File: src/design/cadm_pkg.sv
// Shared constants, status and command codes for the admission controller.
package cadm_pkg;

   localparam int ACTIVE_SLOTS = 16;
   localparam int WAIT_DEPTH   = 16;
   localparam int ID_BITS      = 16;

   localparam int ID_PORT_BITS = 16;
   localparam int KEY_BITS     = (ID_BITS < ID_PORT_BITS) ? ID_BITS : ID_PORT_BITS;

   localparam int ACT_IDX_BITS  = (ACTIVE_SLOTS > 1) ? $clog2(ACTIVE_SLOTS) : 1;
   localparam int WAIT_IDX_BITS = (WAIT_DEPTH > 1) ? $clog2(WAIT_DEPTH) : 1;
   localparam int IDX_BITS      = (ACT_IDX_BITS > WAIT_IDX_BITS) ? ACT_IDX_BITS : WAIT_IDX_BITS;
   localparam int ALVL_BITS     = $clog2(ACTIVE_SLOTS + 1);
   localparam int WLVL_BITS     = $clog2(WAIT_DEPTH + 1);

   localparam int CAP_BITS = 5;
   localparam logic [CAP_BITS-1:0] CAPACITY_RESET = 5'd10;

   localparam logic [1:0] CMD_SUBMIT   = 2'd0;
   localparam logic [1:0] CMD_COMPLETE = 2'd1;
   localparam logic [1:0] CMD_WITHDRAW = 2'd2;

   localparam logic [3:0] ST_ADMITTED    = 4'd0;
   localparam logic [3:0] ST_QUEUED      = 4'd1;
   localparam logic [3:0] ST_WAITING     = 4'd2;
   localparam logic [3:0] ST_DUP_ACTIVE  = 4'd3;
   localparam logic [3:0] ST_WAIT_FULL   = 4'd4;
   localparam logic [3:0] ST_COMPLETED   = 4'd5;
   localparam logic [3:0] ST_NOT_ACTIVE  = 4'd6;
   localparam logic [3:0] ST_WITHDRAWN   = 4'd7;
   localparam logic [3:0] ST_NOT_WAITING = 4'd8;

endpackage

File: src/design/capacity_admission_with_wait_stack.sv
// Admission controller with capacity limit, active table and LIFO wait stack.
// Time from accept to result valid depends on the command and on how far the scans run,
// set by one comparator checking one entry a cycle.
// One item is in work at a time; the next item is taken once the sequencer is idle,
// even while the previous result still waits.
// Synchronous active-high reset clears levels, valid bits, counters and capacity (10).
module capacity_admission_with_wait_stack (
   input  logic        clock,
   input  logic        reset,
   input  logic        req_valid,
   output logic        req_stall,
   input  logic [1:0]  req_command,
   input  logic [15:0] req_item_id,
   output logic        rsp_valid,
   input  logic        rsp_stall,
   output logic [3:0]  rsp_status,
   output logic        rsp_promoted_valid,
   output logic [15:0] rsp_promoted_id,
   output logic        rsp_promoted_duplicate,
   output logic [31:0] rsp_received_count,
   output logic [31:0] rsp_refused_count,
   input  logic        csr_write_enable,
   input  logic [4:0]  csr_write_data
);

   localparam int NACT = cadm_pkg::ACTIVE_SLOTS;
   localparam int NWT  = cadm_pkg::WAIT_DEPTH;
   localparam int KB   = cadm_pkg::KEY_BITS;
   localparam int AIB  = cadm_pkg::ACT_IDX_BITS;
   localparam int WIB  = cadm_pkg::WAIT_IDX_BITS;
   localparam int IB   = cadm_pkg::IDX_BITS;
   localparam int ALB  = cadm_pkg::ALVL_BITS;
   localparam int WLB  = cadm_pkg::WLVL_BITS;

   localparam logic [2:0] S_IDLE      = 3'd0;
   localparam logic [2:0] S_SCAN_ACT  = 3'd1;
   localparam logic [2:0] S_SCAN_WAIT = 3'd2;
   localparam logic [2:0] S_PUSH      = 3'd3;
   localparam logic [2:0] S_POP       = 3'd4;
   localparam logic [2:0] S_SHIFT     = 3'd5;
   localparam logic [2:0] S_DONE      = 3'd6;

   logic [KB-1:0] active_ids [NACT];
   logic [KB-1:0] wait_stack [NWT];

   logic [2:0]     state_ff, state_in;
   logic [1:0]     cmd_ff, cmd_in;
   logic [KB-1:0]  key_ff, key_in;
   logic [IB-1:0]  idx_ff, idx_in;
   logic           promote_ff, promote_in;
   logic           free_found_ff, free_found_in;
   logic [AIB-1:0] free_idx_ff, free_idx_in;
   logic [3:0]     status_ff, status_in;
   logic           pv_ff, pv_in;
   logic [KB-1:0]  pid_ff, pid_in;
   logic           pdup_ff, pdup_in;

   logic [NACT-1:0] active_valid_ff, active_valid_in;
   logic [ALB-1:0]  active_level_ff, active_level_in;
   logic [WLB-1:0]  wait_level_ff, wait_level_in;
   logic [31:0]     received_ff, received_in;
   logic [31:0]     refused_ff, refused_in;
   logic [cadm_pkg::CAP_BITS-1:0] capacity_ff;

   logic        rsp_valid_ff, rsp_valid_in;
   logic [3:0]  rsp_status_ff, rsp_status_in;
   logic        rsp_pv_ff, rsp_pv_in;
   logic [15:0] rsp_pid_ff, rsp_pid_in;
   logic        rsp_pdup_ff, rsp_pdup_in;
   logic [31:0] rsp_recv_ff, rsp_recv_in;
   logic [31:0] rsp_refu_ff, rsp_refu_in;

   logic           act_wr_en;
   logic [AIB-1:0] act_wr_idx;
   logic           ws_wr_en;
   logic [WIB-1:0] ws_wr_addr;
   logic [KB-1:0]  ws_wr_data;
   logic [WIB-1:0] ws_rd_addr;
   logic [KB-1:0]  ws_rd_data;
   logic [AIB-1:0] aidx;
   logic [WIB-1:0] widx;
   logic [KB-1:0]  cmp_b;
   logic           match;
   logic           act_hit;
   logic           act_last;
   logic           wait_last;
   logic           admit_ok;
   logic           complete_mode;

   assign aidx = idx_ff[AIB-1:0];
   assign widx = idx_ff[WIB-1:0];

   always_comb begin
      unique case (state_ff)
         S_SHIFT: ws_rd_addr = WIB'(32'(idx_ff) + 32'd1);
         S_POP:   ws_rd_addr = WIB'(wait_level_ff - WLB'(1));
         default: ws_rd_addr = widx;
      endcase
   end

   assign ws_rd_data = wait_stack[ws_rd_addr];
   assign cmp_b      = (state_ff == S_SCAN_ACT) ? active_ids[aidx] : ws_rd_data;
   assign match      = (key_ff == cmp_b);
   assign act_hit    = active_valid_ff[aidx] && match;
   assign act_last   = (aidx == AIB'(NACT - 1));
   assign wait_last  = ((32'(idx_ff) + 32'd1) == 32'(wait_level_ff));
   assign admit_ok   = (32'(active_level_ff) < 32'(capacity_ff)) &&
                       (32'(active_level_ff) < NACT);
   assign complete_mode = (cmd_ff == cadm_pkg::CMD_COMPLETE) && !promote_ff;

   always_comb begin
      state_in        = state_ff;
      cmd_in          = cmd_ff;
      key_in          = key_ff;
      idx_in          = idx_ff;
      promote_in      = promote_ff;
      free_found_in   = free_found_ff;
      free_idx_in     = free_idx_ff;
      status_in       = status_ff;
      pv_in           = pv_ff;
      pid_in          = pid_ff;
      pdup_in         = pdup_ff;
      active_valid_in = active_valid_ff;
      active_level_in = active_level_ff;
      wait_level_in   = wait_level_ff;
      received_in     = received_ff;
      refused_in      = refused_ff;
      act_wr_en       = 1'b0;
      act_wr_idx      = aidx;
      ws_wr_en        = 1'b0;
      ws_wr_addr      = widx;
      ws_wr_data      = key_ff;

      rsp_valid_in  = rsp_valid_ff && rsp_stall;
      rsp_status_in = rsp_status_ff;
      rsp_pv_in     = rsp_pv_ff;
      rsp_pid_in    = rsp_pid_ff;
      rsp_pdup_in   = rsp_pdup_ff;
      rsp_recv_in   = rsp_recv_ff;
      rsp_refu_in   = rsp_refu_ff;

      unique case (state_ff)
         S_IDLE: begin
            if (req_valid) begin
               cmd_in        = req_command;
               key_in        = KB'(req_item_id);
               idx_in        = '0;
               promote_in    = 1'b0;
               free_found_in = 1'b0;
               status_in     = cadm_pkg::ST_ADMITTED;
               pv_in         = 1'b0;
               pid_in        = '0;
               pdup_in       = 1'b0;
               case (req_command)
                  cadm_pkg::CMD_SUBMIT: begin
                     if (admit_ok) begin
                        state_in = S_SCAN_ACT;
                     end else if (wait_level_ff == '0) begin
                        state_in = S_PUSH;
                     end else begin
                        state_in = S_SCAN_WAIT;
                     end
                  end
                  cadm_pkg::CMD_COMPLETE: begin
                     state_in = S_SCAN_ACT;
                  end
                  cadm_pkg::CMD_WITHDRAW: begin
                     if (wait_level_ff == '0) begin
                        status_in = cadm_pkg::ST_NOT_WAITING;
                        state_in  = S_DONE;
                     end else begin
                        state_in = S_SCAN_WAIT;
                     end
                  end
                  default: begin
                     state_in = S_DONE;
                  end
               endcase
            end
         end
         S_SCAN_ACT: begin
            if (!active_valid_ff[aidx] && !free_found_ff) begin
               free_found_in = 1'b1;
               free_idx_in   = aidx;
            end
            if (act_hit || act_last) begin
               if (complete_mode) begin
                  if (act_hit) begin
                     active_valid_in[aidx] = 1'b0;
                     active_level_in       = active_level_ff - ALB'(1);
                     status_in             = cadm_pkg::ST_COMPLETED;
                     state_in              = (wait_level_ff != '0) ? S_POP : S_DONE;
                  end else begin
                     status_in = cadm_pkg::ST_NOT_ACTIVE;
                     state_in  = S_DONE;
                  end
               end else begin
                  received_in = received_ff + 32'd1;
                  if (act_hit) begin
                     if (promote_ff) begin
                        pdup_in = 1'b1;
                     end else begin
                        status_in = cadm_pkg::ST_DUP_ACTIVE;
                     end
                  end else begin
                     act_wr_en  = 1'b1;
                     act_wr_idx = free_found_ff ? free_idx_ff : aidx;
                     active_valid_in[act_wr_idx] = 1'b1;
                     active_level_in = active_level_ff + ALB'(1);
                     if (!promote_ff) begin
                        status_in = cadm_pkg::ST_ADMITTED;
                     end
                  end
                  state_in = S_DONE;
               end
            end else begin
               idx_in = idx_ff + IB'(1);
            end
         end
         S_SCAN_WAIT: begin
            if (match) begin
               if (cmd_ff == cadm_pkg::CMD_SUBMIT) begin
                  status_in = cadm_pkg::ST_WAITING;
                  state_in  = S_DONE;
               end else begin
                  state_in = S_SHIFT;
               end
            end else if (wait_last) begin
               if (cmd_ff == cadm_pkg::CMD_SUBMIT) begin
                  state_in = S_PUSH;
               end else begin
                  status_in = cadm_pkg::ST_NOT_WAITING;
                  state_in  = S_DONE;
               end
            end else begin
               idx_in = idx_ff + IB'(1);
            end
         end
         S_PUSH: begin
            if (32'(wait_level_ff) >= NWT) begin
               status_in = cadm_pkg::ST_WAIT_FULL;
            end else begin
               ws_wr_en      = 1'b1;
               ws_wr_addr    = wait_level_ff[WIB-1:0];
               wait_level_in = wait_level_ff + WLB'(1);
               refused_in    = refused_ff + 32'd1;
               status_in     = cadm_pkg::ST_QUEUED;
            end
            state_in = S_DONE;
         end
         S_POP: begin
            key_in        = ws_rd_data;
            pid_in        = ws_rd_data;
            pv_in         = 1'b1;
            wait_level_in = wait_level_ff - WLB'(1);
            promote_in    = 1'b1;
            idx_in        = '0;
            free_found_in = 1'b0;
            state_in      = S_SCAN_ACT;
         end
         S_SHIFT: begin
            if ((32'(idx_ff) + 32'd1) < 32'(wait_level_ff)) begin
               ws_wr_en   = 1'b1;
               ws_wr_data = ws_rd_data;
               idx_in     = idx_ff + IB'(1);
            end else begin
               wait_level_in = wait_level_ff - WLB'(1);
               status_in     = cadm_pkg::ST_WITHDRAWN;
               state_in      = S_DONE;
            end
         end
         S_DONE: begin
            if (!rsp_valid_ff || !rsp_stall) begin
               rsp_valid_in  = 1'b1;
               rsp_status_in = status_ff;
               rsp_pv_in     = pv_ff;
               rsp_pid_in    = 16'(pid_ff);
               rsp_pdup_in   = pdup_ff;
               rsp_recv_in   = received_ff;
               rsp_refu_in   = refused_ff;
               state_in      = S_IDLE;
            end
         end
         default: begin
            state_in = S_IDLE;
         end
      endcase
   end

   always_ff @(posedge clock) begin
      if (reset) begin
         state_ff        <= S_IDLE;
         active_valid_ff <= '0;
         active_level_ff <= '0;
         wait_level_ff   <= '0;
         received_ff     <= '0;
         refused_ff      <= '0;
         rsp_valid_ff    <= 1'b0;
      end else begin
         state_ff        <= state_in;
         active_valid_ff <= active_valid_in;
         active_level_ff <= active_level_in;
         wait_level_ff   <= wait_level_in;
         received_ff     <= received_in;
         refused_ff      <= refused_in;
         rsp_valid_ff    <= rsp_valid_in;
      end
   end

   always_ff @(posedge clock) begin
      if (reset) begin
         capacity_ff <= cadm_pkg::CAPACITY_RESET;
      end else if (csr_write_enable) begin
         capacity_ff <= csr_write_data;
      end
   end

   always_ff @(posedge clock) begin
      cmd_ff        <= cmd_in;
      key_ff        <= key_in;
      idx_ff        <= idx_in;
      promote_ff    <= promote_in;
      free_found_ff <= free_found_in;
      free_idx_ff   <= free_idx_in;
      status_ff     <= status_in;
      pv_ff         <= pv_in;
      pid_ff        <= pid_in;
      pdup_ff       <= pdup_in;
      rsp_status_ff <= rsp_status_in;
      rsp_pv_ff     <= rsp_pv_in;
      rsp_pid_ff    <= rsp_pid_in;
      rsp_pdup_ff   <= rsp_pdup_in;
      rsp_recv_ff   <= rsp_recv_in;
      rsp_refu_ff   <= rsp_refu_in;
   end

   always_ff @(posedge clock) begin
      if (act_wr_en) begin
         active_ids[act_wr_idx] <= key_ff;
      end
   end

   always_ff @(posedge clock) begin
      if (ws_wr_en) begin
         wait_stack[ws_wr_addr] <= ws_wr_data;
      end
   end

   assign req_stall              = (state_ff != S_IDLE);
   assign rsp_valid              = rsp_valid_ff;
   assign rsp_status             = rsp_status_ff;
   assign rsp_promoted_valid     = rsp_pv_ff;
   assign rsp_promoted_id        = rsp_pid_ff;
   assign rsp_promoted_duplicate = rsp_pdup_ff;
   assign rsp_received_count     = rsp_recv_ff;
   assign rsp_refused_count      = rsp_refu_ff;

endmodule

File: config.mk
export PLATFORM = sky130hd
export DESIGN_NAME = capacity_admission_with_wait_stack
export DESIGN_NICKNAME = d
export VERILOG_FILES = /design/src/design/cadm_pkg.sv /design/src/design/capacity_admission_with_wait_stack.sv
export SDC_FILE = /design/constraint.sdc
export NUM_CORES = 1
export LEC_CHECK = 0
export BUFFER_PORTS_ARGS = -buffer_cell sky130_fd_sc_hd__buf_4
export CORE_AREA = 5 5 257 259
export DETAILED_ROUTE_END_ITERATION = 16
export DIE_AREA = 0 0 262 264
export PLACE_DENSITY = 0.76
export SETUP_SLACK_MARGIN = 0.3
export SLEW_MARGIN = 20
export SYNTH_ARGS = -nofsm -noshare
export SYNTH_HDL_FRONTEND = slang
export SYNTH_SLANG_ARGS = --single-unit
File: constraint.sdc
create_clock -name clock -period 10.05 [get_ports clock]
set_input_delay 1.5075 -clock clock [delete_from_list [all_inputs] [get_ports clock]]
set_output_delay 1.5075 -clock clock [all_outputs]
set_load 0.1 [all_outputs]
==> run summary <==
==================================================================================================
Result of the run                                                                     finished, final reports clean
Kind of end point of the critical path                                                   flip-flop
Via count                                                                                    18180
Cell with the most instances on the worst path                                        sky130_fd_sc_hd__nand2_1
Net count, final                                                                              2205
Upper clock frequency limit                                                             0.1353 GHz
Area growth, synth to finish                                                                14.70%
Multiplexer share of the synthesized area                                                   0.1301
Via count of the first global-routing pass                                                   18370
Top cells by count, synth                                                             sky130_fd_sc_hd__edfxtp_1 (647), sky130_fd_sc_hd__mux2i_1 (215), sky130_fd_sc_hd__dfxtp_1 (103), sky130_fd_sc_hd__nor2_1 (103), sky130_fd_sc_hd__nand2_1 (94)
DRC errors left                                                                                  0
Register-to-register setup slack                                                           2660 ps
Die H                                                                                       264 um
Static leakage                                                                            12.58 nW
CTS Hold Buffers Added                                                                           0
Async set-reset flop share out of synthesis                                                      0
Peak supply drop                                                                       0.0002552 V
Cell variety after synth                                                                        80
Setup Skew                                                                                39.11 ps
Critical path class                                                                        reg2reg
Library cell with the highest instance count after synthesis                          sky130_fd_sc_hd__edfxtp_1
Xor-xnor portion of the synthesized cell area                                              0.01649
Arrival time at the worst endpoint                                                         7600 ps
Count of TritonRoute iterations in the first routing pass                                        6
Worst slew margin                                                                           0.2310
Worst Reg2Reg Path Length in Cells                                                              20
Ordered cell list for the critical path                                               inv_1, ha_1, nand2_1, o21ai_0, a21oi_4, buf_16, buf_4, mux2i_1, a22o_1, a221o_1, xor2_1, o41ai_2, nand4bb_1, clkinv_4, nand2_1, ha_1, nand2_1, a211oi_1, nand2b_1, a211oi_4
Initial antenna violation count                                                                  0
Classification of the worst-slack hold path                                                reg2reg
Average wire length per cell after detail routing                                         23.59 um
Core outline area                                                                        63650 um2
Cell count after synthesis                                                                    2012
Violation count after the first detailed-route iteration                                      2011
Max capacitance violation total                                                                  0
Post_cts resized                                                                                 0
Warnings from Yosys                                                                              0
Master cell of the clock root buffer                                                  sky130_fd_sc_hd__clkbuf_16
Antenna cell count                                                                               0
Number of buffers added on ports                                                               115
Proportion of layout cells with a drive suffix above 1                                      0.2026
EDFF count, synth                                                                              647
Top cells by area, synth                                                              sky130_fd_sc_hd__edfxtp_1 (62%), sky130_fd_sc_hd__mux2i_1 (6.9%), sky130_fd_sc_hd__dfxtp_1 (6.6%)
Global placement routability congestion                                                     0.9061
Antenna Violating Nets Remaining                                                                 0
Area of the multi-input gates                                                             9225 um2
Nets in the synthesized netlist                                                               2064
Overall power consumption                                                                0.01026 W
Combinational family with the most area after synthesis                               multiplexers
End point of the critical path                                                        active_ids[1][10]
Post-synthesis adder-cell area fraction                                                   0.009822
Global-route usage over all layers                                                          0.2067
Worst slew pin tran                                                                        1143 ps
Clock transition time at the flip-flop clock pins of the worst setup and hold paths          60 ps
H-Tree Level Count                                                                               3
Pins Over Slew Limit                                                                             0
Die area                                                                                 69170 um2
Sequential standard cell area                                                            21500 um2
Complex-gate fraction of the synthesized area                                              0.06137
Post-route clock period utilization                                                         0.7352
Sort of element at the start of the critical path                                        flip-flop
Total length of routed wires                                                              72320 um
Sum Neg Setup Slack                                                                           0 ps
Final hold violation count                                                                       0
Setup Viol. Count Final                                                                          0
Crit Path Max Fanout                                                                            26
GR Overflow Total                                                                                0
Share of the synthesized area in the top cell type                                          0.6200
TritonCTS sink count                                                                           750
Stage delay of the slowest cell on the critical path                                        940 ps
Width of the die                                                                            262 um
Capturing point of the worst reg2reg path                                             active_ids[1][10]
Most common flop cell mapped by yosys                                                 sky130_fd_sc_hd__edfxtp_1
Hold path cells                                                                                  0
Clock network latency to the later pin of the worst-skew pair                               620 ps
Number of buffers on the longest clock path                                                      3
Cell accounting for the most synthesized area                                         sky130_fd_sc_hd__edfxtp_1
Syn Std Cell Area                                                                        31340 um2
FF+latch count, synth                                                                          750
Fraction of the mapped netlist area in simple logic gates                                  0.07095
Pwr Density                                                                           285.5 nW/um2
Critical path launch point                                                                 aidx[0]
Final critical path time including I/O delays and setup                                    7389 ps
Maximum number of pins on one net before global-route repair                                   135
Cell with the biggest individual delay on the critical path                           sky130_fd_sc_hd__a211oi_4
Number of buffers inserted to repair setup after CTS                                             0
Row count                                                                                       93
HPWL after detailed placement                                                             44570 um
Reg-to-reg startpoint                                                                      aidx[0]
Required time of the critical path                                                        10260 ps
I/O pin count                                                                                  116
Seq/Total Area, Yosys                                                                       0.6858
Synthesized area divided by synthesized cell count                                       15.57 um2
CTS tree                                                                                      done
Starting density of the core                                                                0.4923
Fillers                                                                                       4803
Number of buffers added by the clock tree synthesis step                                        78
Post-DR vias/cell                                                                            5.930
Unrepaired setup endpoints after global routing                                                 no
Wire length of the first global-routing pass                                             109900 um
==================================================================================================
metal layers:
metal	part of all wire	GRT usage	up-vias
met5	0	0	-
met4	0.033	0.07447	0
met3	0.075	0.03813	163
met2	0.49	0.3360	775
met1	0.40	0.2816	9126
li1	-	-	8116
cell usage in the layout, fill, tap and decap left out, types with 11 or more instances in the layout:
master and n:
sky130_fd_sc_hd__mux2_2 26, sky130_fd_sc_hd__clkbuf_16 82, sky130_fd_sc_hd__clkinv_2 13, sky130_fd_sc_hd__a21oi_1 67
sky130_fd_sc_hd__or4_1 11, sky130_fd_sc_hd__bufinv_16 12, sky130_fd_sc_hd__mux4_2 70, sky130_fd_sc_hd__o311ai_0 11
sky130_fd_sc_hd__clkbuf_1 14, sky130_fd_sc_hd__o211ai_1 20, sky130_fd_sc_hd__nor2_1 89, sky130_fd_sc_hd__nand3_1 55
sky130_fd_sc_hd__inv_1 36, sky130_fd_sc_hd__edfxtp_1 647, sky130_fd_sc_hd__nand4_1 17, sky130_fd_sc_hd__dfxtp_1 100
sky130_fd_sc_hd__and3_1 22, sky130_fd_sc_hd__nand2_1 93, sky130_fd_sc_hd__a22oi_1 21, sky130_fd_sc_hd__nor2_2 14
sky130_fd_sc_hd__a21o_1 21, sky130_fd_sc_hd__buf_4 166, sky130_fd_sc_hd__xnor2_1 26, sky130_fd_sc_hd__o41ai_1 11
sky130_fd_sc_hd__mux2i_1 214, sky130_fd_sc_hd__nor2b_1 22, sky130_fd_sc_hd__xor2_1 33, sky130_fd_sc_hd__or2_2 14
sky130_fd_sc_hd__o21ai_0 44, sky130_fd_sc_hd__and2_1 14, sky130_fd_sc_hd__nor3_1 22, sky130_fd_sc_hd__or3_1 13
sky130_fd_sc_hd__ha_1 23
sequential cells by signal, summed over array words and instances (netlist names), 32 cells and up, named ones only:
signal / count
received_ff: 32
rsp_received_count: 32
wait_stack: 256
active_ids: 256
rsp_refused_count: 32
refused_ff: 32
where the power goes:
group	leakage [nW]	switching, W	internal, W
sequential	6.71	0.000208	0.00381
clock	1.31	0.00118	0.00182
combinational	4.56	0.00205	0.00120
total	12.6	0.00343	0.00683
critical path, delay by kind of cell (launching register included):
kind                       cells  cell delay [ps]
xor gates and xnor gates       1              250
AOI/OAI and AO/OA              7             2840
buffers and inverters          4             1060
muxes                          1              140
and+or+nand+nor                5             1140
adders and majority gates      2              590
DFF                            1              910
how the worst min path moves through the flow:
| stage | startpoint | to | slack (ps) |
|---|---|---|---|
| finish | pid_ff[1] | rsp_promoted_id[1] | 410 |
| global route | pid_ff[5] | rsp_promoted_id[5] | 430 |
| CTS | status_ff[1] | rsp_status[1] | 410 |
| detailed placement | pid_ff[13] | rsp_promoted_id[13] | 400 |
| global placement | pid_ff[7] | rsp_promoted_id[7] | 410 |
| floorplan | pdup_ff | rsp_promoted_duplicate | 400 |
cell type report:
type	instances	area share
multi-input cells	1113	0.2567
clock buffers	100	0.05956
inverters	39	0.004212
well taps	855	0.02976
flip-flops and latches	750	0.5981
repair buffers	171	0.03704
clock inverters	38	0.01469
metrics by stage:
step | worst slack (ps) | cells | utilization | hold WS (ps) | area [um2]
finish | 2661 | 3066 | 0.5647 | 412.8 | 35940
global route | 2217 | 3066 | 0.5647 | 429.7 | 35940
floorplan | 1511 | 2012 | - | 400.3 | 31340
global placement | 2625 | 2924 | 0.5218 | 405.9 | 33210
detailed placement | 2718 | 2925 | 0.5222 | 404.5 | 33240
CTS | 2649 | 3063 | 0.5641 | 414.6 | 35910
cells by family after synthesis:
family,Yosys count
mux,316
xor+xnor,59
compound gates,282
simple gates,432
flops,750
fa+ha+maj,24
buf+inv,149
No activity file was read; power rests on OpenSTA's default activity.
